File: src/sv/flc_pkg.sv
`timescale 1ns / 1ps
// ----------------------------------------------------------------------------
// flc_pkg
// Shared constants and types of the framed LED command receiver: frame
// marker bytes, status codes, store sizes and the parser result word.
// ----------------------------------------------------------------------------
package flc_pkg;

  // frame marker bytes
  localparam logic [7:0] SYNC1_BYTE = 8'hDE;
  localparam logic [7:0] SYNC2_BYTE = 8'hAD;
  localparam logic [7:0] STOP1_BYTE = 8'hBE;
  localparam logic [7:0] STOP2_BYTE = 8'hEF;

  // frame status codes
  localparam logic [2:0] ST_NONE    = 3'd0;
  localparam logic [2:0] ST_COMMIT  = 3'd1;
  localparam logic [2:0] ST_OTHER   = 3'd2;
  localparam logic [2:0] ST_BADSUM  = 3'd3;
  localparam logic [2:0] ST_BADSTOP = 3'd4;

  // input word kinds
  localparam logic CMD_RX   = 1'b0;
  localparam logic CMD_READ = 1'b1;

  // store sizes and reset values
  localparam int         MSG_BYTES      = 256;
  localparam int         MSG_AW         = 8;
  localparam int         LED_BYTES_DEF  = 180;
  localparam logic [7:0] LED_EVEN_RESET = 8'd16;
  localparam logic [7:0] SET_LEDS_RESET = 8'd1;

  // parser result for one received byte
  typedef struct packed {
    logic              msg_we;
    logic [MSG_AW-1:0] msg_addr;
    logic [7:0]        msg_data;
    logic [2:0]        status;
    logic [7:0]        fcmd;
    logic              commit;
  } parse_res_t;

endpackage

File: src/sv/framed_led_command_receiver.sv
`timescale 1ns / 1ps
// ----------------------------------------------------------------------------
// framed_led_command_receiver
// Parses DE AD / length / command / data / XOR / BE EF frames from received
// bytes into a message RAM, copies it to the LED RAM on a set-LEDs frame and
// serves single-byte reads of the LED RAM.
// ----------------------------------------------------------------------------
// A receive word's result is registered in the output register, or in the
// skid stage while that is full. A read word's result comes from the
// registered LED RAM read data in the read state. A frame that commits starts
// a copy sweep, one entry a cycle from the message RAM's read port into the
// LED RAM's write port, during which no input word is taken. Data bytes land
// in the message RAM from address 0 upward, so a fill mark tells written
// entries from cleared ones, and a single flag tells whether a sweep has ever
// filled the LED RAM; words are taken from the first cycle after reset. The
// result path has an output register and a skid stage, so a new word is
// taken while one result waits to be collected.
module framed_led_command_receiver #(
  parameter int LED_BYTES = flc_pkg::LED_BYTES_DEF
) (
  input  logic       clk,
  input  logic       rst_n,
  input  logic       in_valid,
  output logic       in_ready,
  input  logic       in_cmd,
  input  logic [7:0] in_rx_byte,
  input  logic [7:0] in_read_index,
  output logic       out_valid,
  input  logic       out_ready,
  output logic [7:0] out_read_data,
  output logic [2:0] out_frame_status,
  output logic [7:0] out_frame_command,
  input  logic       cfg_wr_en,
  input  logic [7:0] cfg_wr_data
);

  import flc_pkg::*;

  localparam int LED_AW = $clog2(LED_BYTES);
  localparam int LED_CW = $clog2(LED_BYTES + 1);
  localparam logic [LED_CW-1:0] LED_END = LED_CW'(LED_BYTES);
  localparam logic [8:0]        LED_LIM = 9'(LED_BYTES);

  localparam logic [1:0] S_IDLE = 2'd0;
  localparam logic [1:0] S_READ = 2'd1;
  localparam logic [1:0] S_COPY = 2'd2;

  // result word
  typedef struct packed {
    logic [7:0] rdata;
    logic [2:0] status;
    logic [7:0] fcmd;
  } result_t;

  logic [1:0]  state_r, state_nxt;
  logic [7:0]  set_code_r;
  logic        acc;
  parse_res_t  pres;

  logic [MSG_AW:0] msg_fill_r;
  logic            led_init_r;
  logic [7:0]      msg_q, led_q;

  logic [LED_CW-1:0] cnt_r;
  logic              copy_issue;
  logic              copy_v_r;
  logic              copy_mv_r;
  logic [LED_AW-1:0] copy_addr_r;

  logic              rd_inrange, rd_inrange_r, rd_vld_r, rd_even_r;

  logic    push, pop;
  result_t push_w;
  result_t out_r, skid_r;
  logic    out_v_r, skid_v_r;

  // configuration register
  always_ff @(posedge clk) begin
    if (!rst_n) begin
      set_code_r <= SET_LEDS_RESET;
    end else if (cfg_wr_en) begin
      set_code_r <= cfg_wr_data;
    end
  end

  // input handshake
  assign in_ready = (state_r == S_IDLE) && !skid_v_r;
  assign acc      = in_valid && in_ready;

  flc_parser u_parser (
    .clk          (clk),
    .rst_n        (rst_n),
    .step         (acc && (in_cmd == CMD_RX)),
    .rx_byte      (in_rx_byte),
    .set_leds_code(set_code_r),
    .res          (pres)
  );

  // message store
  flc_ram #(.WIDTH(8), .DEPTH(MSG_BYTES)) u_msg_ram (
    .clk  (clk),
    .we   (pres.msg_we),
    .waddr(pres.msg_addr),
    .wdata(pres.msg_data),
    .re   (copy_issue),
    .raddr(MSG_AW'(cnt_r)),
    .rdata(msg_q)
  );

  // led store
  flc_ram #(.WIDTH(8), .DEPTH(LED_BYTES)) u_led_ram (
    .clk  (clk),
    .we   (copy_v_r),
    .waddr(copy_addr_r),
    .wdata(copy_mv_r ? msg_q : 8'd0),
    .re   (acc && (in_cmd == CMD_READ)),
    .raddr(in_read_index[LED_AW-1:0]),
    .rdata(led_q)
  );

  // message fill mark and led written flag stand in for the reset contents
  always_ff @(posedge clk) begin
    if (!rst_n) begin
      msg_fill_r <= '0;
      led_init_r <= 1'b0;
    end else begin
      if (pres.msg_we && ({1'b0, pres.msg_addr} >= msg_fill_r)) begin
        msg_fill_r <= {1'b0, pres.msg_addr} + (MSG_AW + 1)'(1);
      end
      // a sweep writes every led entry before any word is taken again
      if (copy_v_r) led_init_r <= 1'b1;
    end
  end

  // read word capture
  assign rd_inrange = {1'b0, in_read_index} < LED_LIM;

  always_ff @(posedge clk) begin
    if (acc) begin
      rd_inrange_r <= rd_inrange;
      rd_vld_r     <= rd_inrange && led_init_r;
      rd_even_r    <= ~in_read_index[0];
    end
  end

  // commit copy sweep
  assign copy_issue = (state_r == S_COPY) && (cnt_r != LED_END);

  always_ff @(posedge clk) begin
    if (!rst_n) begin
      cnt_r    <= '0;
      copy_v_r <= 1'b0;
    end else begin
      copy_v_r <= copy_issue;
      if (acc) cnt_r <= '0;
      else if (copy_issue) cnt_r <= cnt_r + LED_CW'(1);
    end
  end

  always_ff @(posedge clk) begin
    if (copy_issue) begin
      copy_addr_r <= cnt_r[LED_AW-1:0];
      copy_mv_r   <= ({1'b0, MSG_AW'(cnt_r)} < msg_fill_r);
    end
  end

  // control sequence
  always_comb begin
    state_nxt = state_r;
    unique case (state_r)
      S_IDLE: begin
        if (acc) begin
          if (in_cmd == CMD_READ) state_nxt = S_READ;
          else if (pres.commit)   state_nxt = S_COPY;
        end
      end
      S_READ: state_nxt = S_IDLE;
      S_COPY: begin
        if ((cnt_r == LED_END) && copy_v_r) state_nxt = S_IDLE;
      end
      default: state_nxt = S_IDLE;
    endcase
  end

  always_ff @(posedge clk) begin
    if (!rst_n) begin
      state_r <= S_IDLE;
    end else begin
      state_r <= state_nxt;
    end
  end

  // result formation
  assign push = (acc && (in_cmd == CMD_RX)) || (state_r == S_READ);

  always_comb begin
    if (state_r == S_READ) begin
      push_w.status = ST_NONE;
      push_w.fcmd   = 8'd0;
      if (!rd_inrange_r)  push_w.rdata = 8'd0;
      else if (rd_vld_r)  push_w.rdata = led_q;
      else if (rd_even_r) push_w.rdata = LED_EVEN_RESET;
      else                push_w.rdata = 8'd0;
    end else begin
      push_w.rdata  = 8'd0;
      push_w.status = pres.status;
      push_w.fcmd   = pres.fcmd;
    end
  end

  // output register with skid stage
  assign pop = out_v_r && out_ready;

  always_ff @(posedge clk) begin
    if (!rst_n) begin
      out_v_r  <= 1'b0;
      skid_v_r <= 1'b0;
    end else begin
      if (pop) begin
        if (skid_v_r) begin
          out_v_r  <= 1'b1;
          skid_v_r <= push;
        end else begin
          out_v_r  <= push;
        end
      end else if (out_v_r) begin
        if (push) skid_v_r <= 1'b1;
      end else begin
        out_v_r <= push;
      end
    end
  end

  always_ff @(posedge clk) begin
    if (pop) begin
      if (skid_v_r) begin
        out_r <= skid_r;
        if (push) skid_r <= push_w;
      end else if (push) begin
        out_r <= push_w;
      end
    end else if (out_v_r) begin
      if (push) skid_r <= push_w;
    end else if (push) begin
      out_r <= push_w;
    end
  end

  assign out_valid         = out_v_r;
  assign out_read_data     = out_r.rdata;
  assign out_frame_status  = out_r.status;
  assign out_frame_command = out_r.fcmd;

  // checks
  a_skid_behind_out: assert property (@(posedge clk) disable iff (!rst_n)
    skid_v_r |-> out_v_r)
    else $error("skid stage full while output register empty");

  a_no_msg_write_in_copy: assert property (@(posedge clk) disable iff (!rst_n)
    (state_r == S_COPY) |-> !pres.msg_we)
    else $error("message store written during copy sweep");

  a_copy_addr_range: assert property (@(posedge clk) disable iff (!rst_n)
    copy_v_r |-> ({1'b0, copy_addr_r} < (LED_AW + 1)'(LED_BYTES)))
    else $error("copy write beyond led store");

  a_commit_starts_copy: assert property (@(posedge clk) disable iff (!rst_n)
    (acc && (in_cmd == CMD_RX) && pres.commit) |=> (state_r == S_COPY))
    else $error("committed frame did not start copy sweep");

  a_read_follows_accept: assert property (@(posedge clk) disable iff (!rst_n)
    (acc && (in_cmd == CMD_READ)) |=> (state_r == S_READ))
    else $error("read word did not enter read cycle");

endmodule

File: src/sv/flc_ram.sv
`timescale 1ns / 1ps
// ----------------------------------------------------------------------------
// flc_ram
// Generic single write port, single read port RAM with registered read data.
// ----------------------------------------------------------------------------
module flc_ram #(
  parameter int WIDTH = 8,
  parameter int DEPTH = 256
) (
  input  logic                     clk,
  input  logic                     we,
  input  logic [$clog2(DEPTH)-1:0] waddr,
  input  logic [WIDTH-1:0]         wdata,
  input  logic                     re,
  input  logic [$clog2(DEPTH)-1:0] raddr,
  output logic [WIDTH-1:0]         rdata
);

  logic [WIDTH-1:0] mem [DEPTH];
  logic [WIDTH-1:0] rdata_r;

  // write port
  always_ff @(posedge clk) begin
    if (we) begin
      mem[waddr] <= wdata;
    end
  end

  // registered read port
  always_ff @(posedge clk) begin
    if (re) begin
      rdata_r <= mem[raddr];
    end
  end

  assign rdata = rdata_r;

endmodule

File: src/sv/flc_parser.sv
`timescale 1ns / 1ps
// ----------------------------------------------------------------------------
// flc_parser
// Frame parser: hunts the sync pair, collects length, command and data,
// keeps the running checksum and judges checksum and stop bytes.
// ----------------------------------------------------------------------------
module flc_parser (
  input  logic                clk,
  input  logic                rst_n,
  input  logic                step,
  input  logic [7:0]          rx_byte,
  input  logic [7:0]          set_leds_code,
  output flc_pkg::parse_res_t res
);

  import flc_pkg::*;

  localparam logic [2:0] PH_SYNC1 = 3'd0;
  localparam logic [2:0] PH_SYNC2 = 3'd1;
  localparam logic [2:0] PH_LEN   = 3'd2;
  localparam logic [2:0] PH_CMD   = 3'd3;
  localparam logic [2:0] PH_DATA  = 3'd4;
  localparam logic [2:0] PH_CHK   = 3'd5;
  localparam logic [2:0] PH_STOP1 = 3'd6;
  localparam logic [2:0] PH_STOP2 = 3'd7;

  logic [2:0] phase_r, phase_nxt;
  logic [7:0] len_r, len_nxt;
  logic [7:0] fcmd_r, fcmd_nxt;
  logic [7:0] count_r, count_nxt;
  logic [7:0] xor_r, xor_nxt;

  // next parser state and result for this byte
  always_comb begin
    phase_nxt    = phase_r;
    len_nxt      = len_r;
    fcmd_nxt     = fcmd_r;
    count_nxt    = count_r;
    xor_nxt      = xor_r;
    res.msg_we   = 1'b0;
    res.msg_addr = count_r;
    res.msg_data = rx_byte;
    res.status   = ST_NONE;
    res.fcmd     = 8'd0;
    res.commit   = 1'b0;
    unique case (phase_r)
      PH_SYNC1: begin
        if (rx_byte == SYNC1_BYTE) phase_nxt = PH_SYNC2;
      end
      PH_SYNC2: begin
        if (rx_byte == SYNC2_BYTE) begin
          xor_nxt   = 8'd0;
          phase_nxt = PH_LEN;
        end else if (rx_byte != SYNC1_BYTE) begin
          phase_nxt = PH_SYNC1;
        end
      end
      PH_LEN: begin
        len_nxt   = rx_byte;
        xor_nxt   = xor_r ^ rx_byte;
        phase_nxt = PH_CMD;
      end
      PH_CMD: begin
        fcmd_nxt  = rx_byte;
        xor_nxt   = xor_r ^ rx_byte;
        count_nxt = 8'd0;
        phase_nxt = PH_DATA;
      end
      PH_DATA: begin
        xor_nxt    = xor_r ^ rx_byte;
        res.msg_we = step;
        count_nxt  = count_r + 8'd1;
        if (count_nxt >= len_r) phase_nxt = PH_CHK;
      end
      PH_CHK: begin
        if (rx_byte == xor_r) begin
          phase_nxt = PH_STOP1;
        end else begin
          res.status = ST_BADSUM;
          phase_nxt  = PH_SYNC1;
        end
      end
      PH_STOP1: begin
        if (rx_byte == STOP1_BYTE) begin
          phase_nxt = PH_STOP2;
        end else begin
          res.status = ST_BADSTOP;
          phase_nxt  = PH_SYNC1;
        end
      end
      PH_STOP2: begin
        if (rx_byte == STOP2_BYTE) begin
          res.fcmd = fcmd_r;
          if (fcmd_r == set_leds_code) begin
            res.status = ST_COMMIT;
            res.commit = 1'b1;
          end else begin
            res.status = ST_OTHER;
          end
        end else begin
          res.status = ST_BADSTOP;
        end
        phase_nxt = PH_SYNC1;
      end
    endcase
  end

  // parser registers advance on each accepted receive word
  always_ff @(posedge clk) begin
    if (!rst_n) begin
      phase_r <= PH_SYNC1;
      len_r   <= 8'd0;
      fcmd_r  <= 8'd0;
      count_r <= 8'd0;
      xor_r   <= 8'd0;
    end else if (step) begin
      phase_r <= phase_nxt;
      len_r   <= len_nxt;
      fcmd_r  <= fcmd_nxt;
      count_r <= count_nxt;
      xor_r   <= xor_nxt;
    end
  end

endmodule
File: config.mk
export PLATFORM = sky130hd
export DESIGN_NAME = framed_led_command_receiver
export DESIGN_NICKNAME = d
export VERILOG_FILES = /design/src/sv/flc_pkg.sv /design/src/sv/framed_led_command_receiver.sv /design/src/sv/flc_ram.sv /design/src/sv/flc_parser.sv
export SDC_FILE = /design/constraint.sdc
export NUM_CORES = 2
export LEC_CHECK = 0
export BUFFER_PORTS_ARGS = -buffer_cell sky130_fd_sc_hd__clkbuf_2
export CAP_MARGIN = 20
export CORE_MARGIN = 3
export CORE_UTILIZATION = 45
export CTS_CLUSTER_SIZE = 30
export DETAILED_ROUTE_END_ITERATION = 16
export GPL_TIMING_DRIVEN = 0
export HOLD_SLACK_MARGIN = 0.05
export MAX_ROUTING_LAYER = met4
export PLACE_DENSITY = 0.59
export SYNTH_ARGS = -nofsm -noshare
export SYNTH_HDL_FRONTEND = slang
export SYNTH_SLANG_ARGS = --single-unit
File: constraint.sdc
create_clock -name clk -period 7 [get_ports clk]
set_input_delay 0.35 -clock clk [delete_from_list [all_inputs] [get_ports clk]]
set_output_delay 0.35 -clock clk [all_outputs]
set_load 0.1 [all_outputs]
==> summary.md <==
| Metric | Value |
|---|---|
| Final core occ | 0.5164 |
| TritonCTS buffer count | 370 |
| Sequential share of the synthesized area | 0.7631 |
| PostCTS Resize Cnt | 0 |
| MaxCap Viol Count | 0 |
| First-pass GRT wire length | 661,400 microns |
| Minimum clock period | 6.272 ns |
| Nets | around 7,500 |
| Max Slew Vio Count | 0 |
| Clk Latency, worst-skew pair | between 0.9 and 1 ns |
| Core Region | about 310,000 sq um |
| Fin crit share | 0.8960 |
| Register bit total from synthesis | 3,620 |
| CP dominant cell by count | buf_2 |
| Syn nets | 6,920 |
| Vias in the first global route | between 70,000 and 80,000 |
| Clk slew on worst S/H paths | 0.06 ns |
| Starting Density | 0.4532 |
| Total routed wirelength | about 500,000 microns |
| Crit Path Max Fanout | 13 |
| Crit-path max cell delay | 0.94 ns |
| CTS H-tree depth | 5 |
| Status | finished, final reports clean |
| Die area | roughly 320,000 sq um |
| Worst Setup Path Type | reg -> reg |
| Mean Syn Cell Area | around 21 sq um |
| Layout cell share with drive strength beyond 1 | 0.2324 |
| Worst Path Required | roughly 7.6 ns |
| Initial antenna violation count | 45 |
| Tot Pwr | 44.68 mW |
| VDD IR max | 284.9 uV |
| CP max-delay cell | buf_2 |
| Residual DRC | 0 |
| Synthesized instance count | 6,861 |
| CTS Buffer Depth | 4 |
| Initial DRC Count | about 13,000 |
| Root buffer cell | clkbuf_16 |
| Gpl congestion | 1.032 |
| Detailed Routing Iterations Pass 1 | 6 |
| Hold Path Class | in -> reg |
| Grt total ovfl | 0 |
| I/O pins | 51 |
| Sum Neg Setup Slack | 0 ns |
| Unrepaired setup endpoints after global routing | false |
| Critical Path End Type | register |
| CTS tree | built |
| Detail Route Antenna Nets | 0 |
| FMAX | 159.4 MHz |
| CTS sink count | 3,620 |
| Setup crit start kind | register |
| Critical path arrival | 6.86 ns |
| Worst Skew | 0.06841 ns |
| Layout area overhead | 13.95% |
| Relative slew slack | 0.1060 |
| Async SR Flop Fraction | 0 |
| Buffer and inverter count on the worst path | 5 |
| Yosys warns | 0 |
| Worst Tran Pin Value | 1.337 ns |
| # Post-CTS Setup Buffers | 0 |
| Vias post-DR | 78,120 |
| Post-Layout Cell Count | approximately 12,000 |
| # setup viols final | 0 |
| Port bufs | 44 |
| Hold Fails Final Rpt | 0 |
| Prevailing post-synth register cell | edfxtp_1 |
| Largest net degree at the start of global routing | 143 |
| Detail Placement HPWL | about 320,000 microns |
| GRT Total Usage | 0.3147 |
| Placed Instances | 11,140 |
| Critical path, cell by cell | buf_2 > buf_4 > buf_2 > buf_2 > buf_2 > mux4_2 > mux2i_1 > o221ai_1 > o32ai_1 > mux2i_1 |
| Post-synth EDFFs | approximately 3,600 |
| Post-DR vias/cell | ~6.6 |
| Mapped Area | 141,600 sq um |
| Post-synth cell types | 76 |
| Avg WL per Cell | 41.70 microns |
| Largest delay share family, worst path | buffers and inverters |
| Core Rows | 205 |
| Fin Hold WS | 0.2019 ns |
| Fill count | 24,750 |
| Leakage | 49.80 nW |
| Power Dens Cells | 276.9 nW/um^2 |
| Die Ht | about 570 microns |
| Die Wd | 566.9 microns |
[layout make-up]
type | count | area, sq um | share of cell area
Sequential cell | 3620 | 108000 | 0.6697
Multi-Input combinational cell | 2809 | 31170 | 0.1932
Clock buffer | 466 | 9797 | 0.06072
Tap cell | 4140 | 5180 | 0.03211
Timing Repair Buffer | 172 | 2416 | 0.01498
Buffer | 404 | 2354 | 0.01459
Clock inverter | 215 | 2147 | 0.01331
Antenna cell | 52 | 130.1 | 0.0008065
Inverter | 28 | 105.1 | 0.0006514
[metal layers]
metal,share of wire,GRT usage,up-vias,routed length (microns)
met1,0.35,0.3903,41300,175500
met3,0.11,0.07875,1481,55730
li1,-,-,29670,-
met4,0.079,0.2009,0,39150
met2,0.46,0.4639,5660,226100
met5,0,-,-,0
[final timing paths]
path	to	start	cells past startpoint	slack, ns
max	u_msg_ram.rdata[2]	cnt_r[1]	10	0.73
min	u_msg_ram.mem[66][2]	in_rx_byte[2]	1	0.20
max reg2reg	u_msg_ram.rdata[2]	cnt_r[1]	10	0.73
min reg2reg	u_parser.len_r[3]	u_parser.len_r[3]	2	0.50
[cell usage in the layout (no fill, tap or decap), types with 43 or more instances in the layout]
cell / instances
edfxtp_1: 3554
mux4_2: 821
nor2_1: 561
clkbuf_16: 376
mux2i_1: 283
clkbuf_1: 227
a21oi_1: 155
nand2_1: 142
buf_2: 125
clkinv_1: 80
a22oi_1: 75
clkbuf_2: 72
nand3_1: 70
dfxtp_1: 66
clkinv_2: 63
a211oi_1: 62
o22ai_1: 53
diode_2: 52
buf_8: 47
a221oi_1: 47
o21ai_0: 44
mux2_2: 43
[per-stage QoR]
step	cell area (sq um)	setup WS, ns
2_1_floorplan	141600	3.621
3_3_place_gp	147000	-0.1823
3_5_place_dp	148900	0.9278
4_1_cts	161100	0.9059
5_1_grt	161300	0.8791
6_report	161300	0.7280
[cell usage after synthesis, types with 45 or more instances]
library cell / n / area, sq um
a221oi_1: 47 / 411.6
a211oi_1: 62 / 465.5
clkbuf_1: 178 / 668.1
buf_2: 114 / 570.6
nand2_1: 142 / 533.0
a22oi_1: 75 / 563.0
mux4_2: 821 / 18490
nor2_1: 563 / 2113
a21oi_1: 156 / 780.8
mux2i_1: 283 / 2833
nand3_1: 70 / 350.3
o22ai_1: 53 / 331.6
dfxtp_1: 66 / 1321
o21ai_0: 45 / 225.2
edfxtp_1: 3554 / 106700
[flip-flops by register name, summed over array words and instances (netlist names), 2 cells and up]
signal and flops:
cnt_r 8, copy_addr_r 8, msg_fill_r 9, out_frame_command 8
out_frame_status 3, out_read_data 8, set_code_r 8, skid_r 19
state_r 2, u_led_ram.mem 1440, u_led_ram.rdata 8, u_msg_ram.mem 2048
u_msg_ram.rdata 8, u_parser.count_r 8, u_parser.fcmd_r 8, u_parser.len_r 8
u_parser.phase_r 3, u_parser.xor_r 8
[logic make-up (layout without fill, tap and decap cells)]
logic type,count (synthesis),after routing,share of synthesized area
fa+ha+maj,29,29,0.002563
mux,1147,1147,0.1540
compound gates,659,659,0.03241
simple gates,945,945,0.02913
xor+xnor,29,29,0.001794
buf+inv,432,1285,0.01698
other cells,0,52,0
flops,3620,3620,0.7631
[power by group]
group          total [mW]  switching [mW]  leakage, nW  internal [mW]
Combinational        1.25           0.870         11.2          0.381
Clock                19.7            8.50         5.81           11.2
Sequential           23.7          0.0211         32.7           23.7
[repair_timing]
action / 4_1_cts / 5_1_grt
endpoints found under the hold margin: 284 / 0
hold buffers: 30 / 0
setup endpoints to repair: 0 / 0
(Power assumes the default switching activity.)
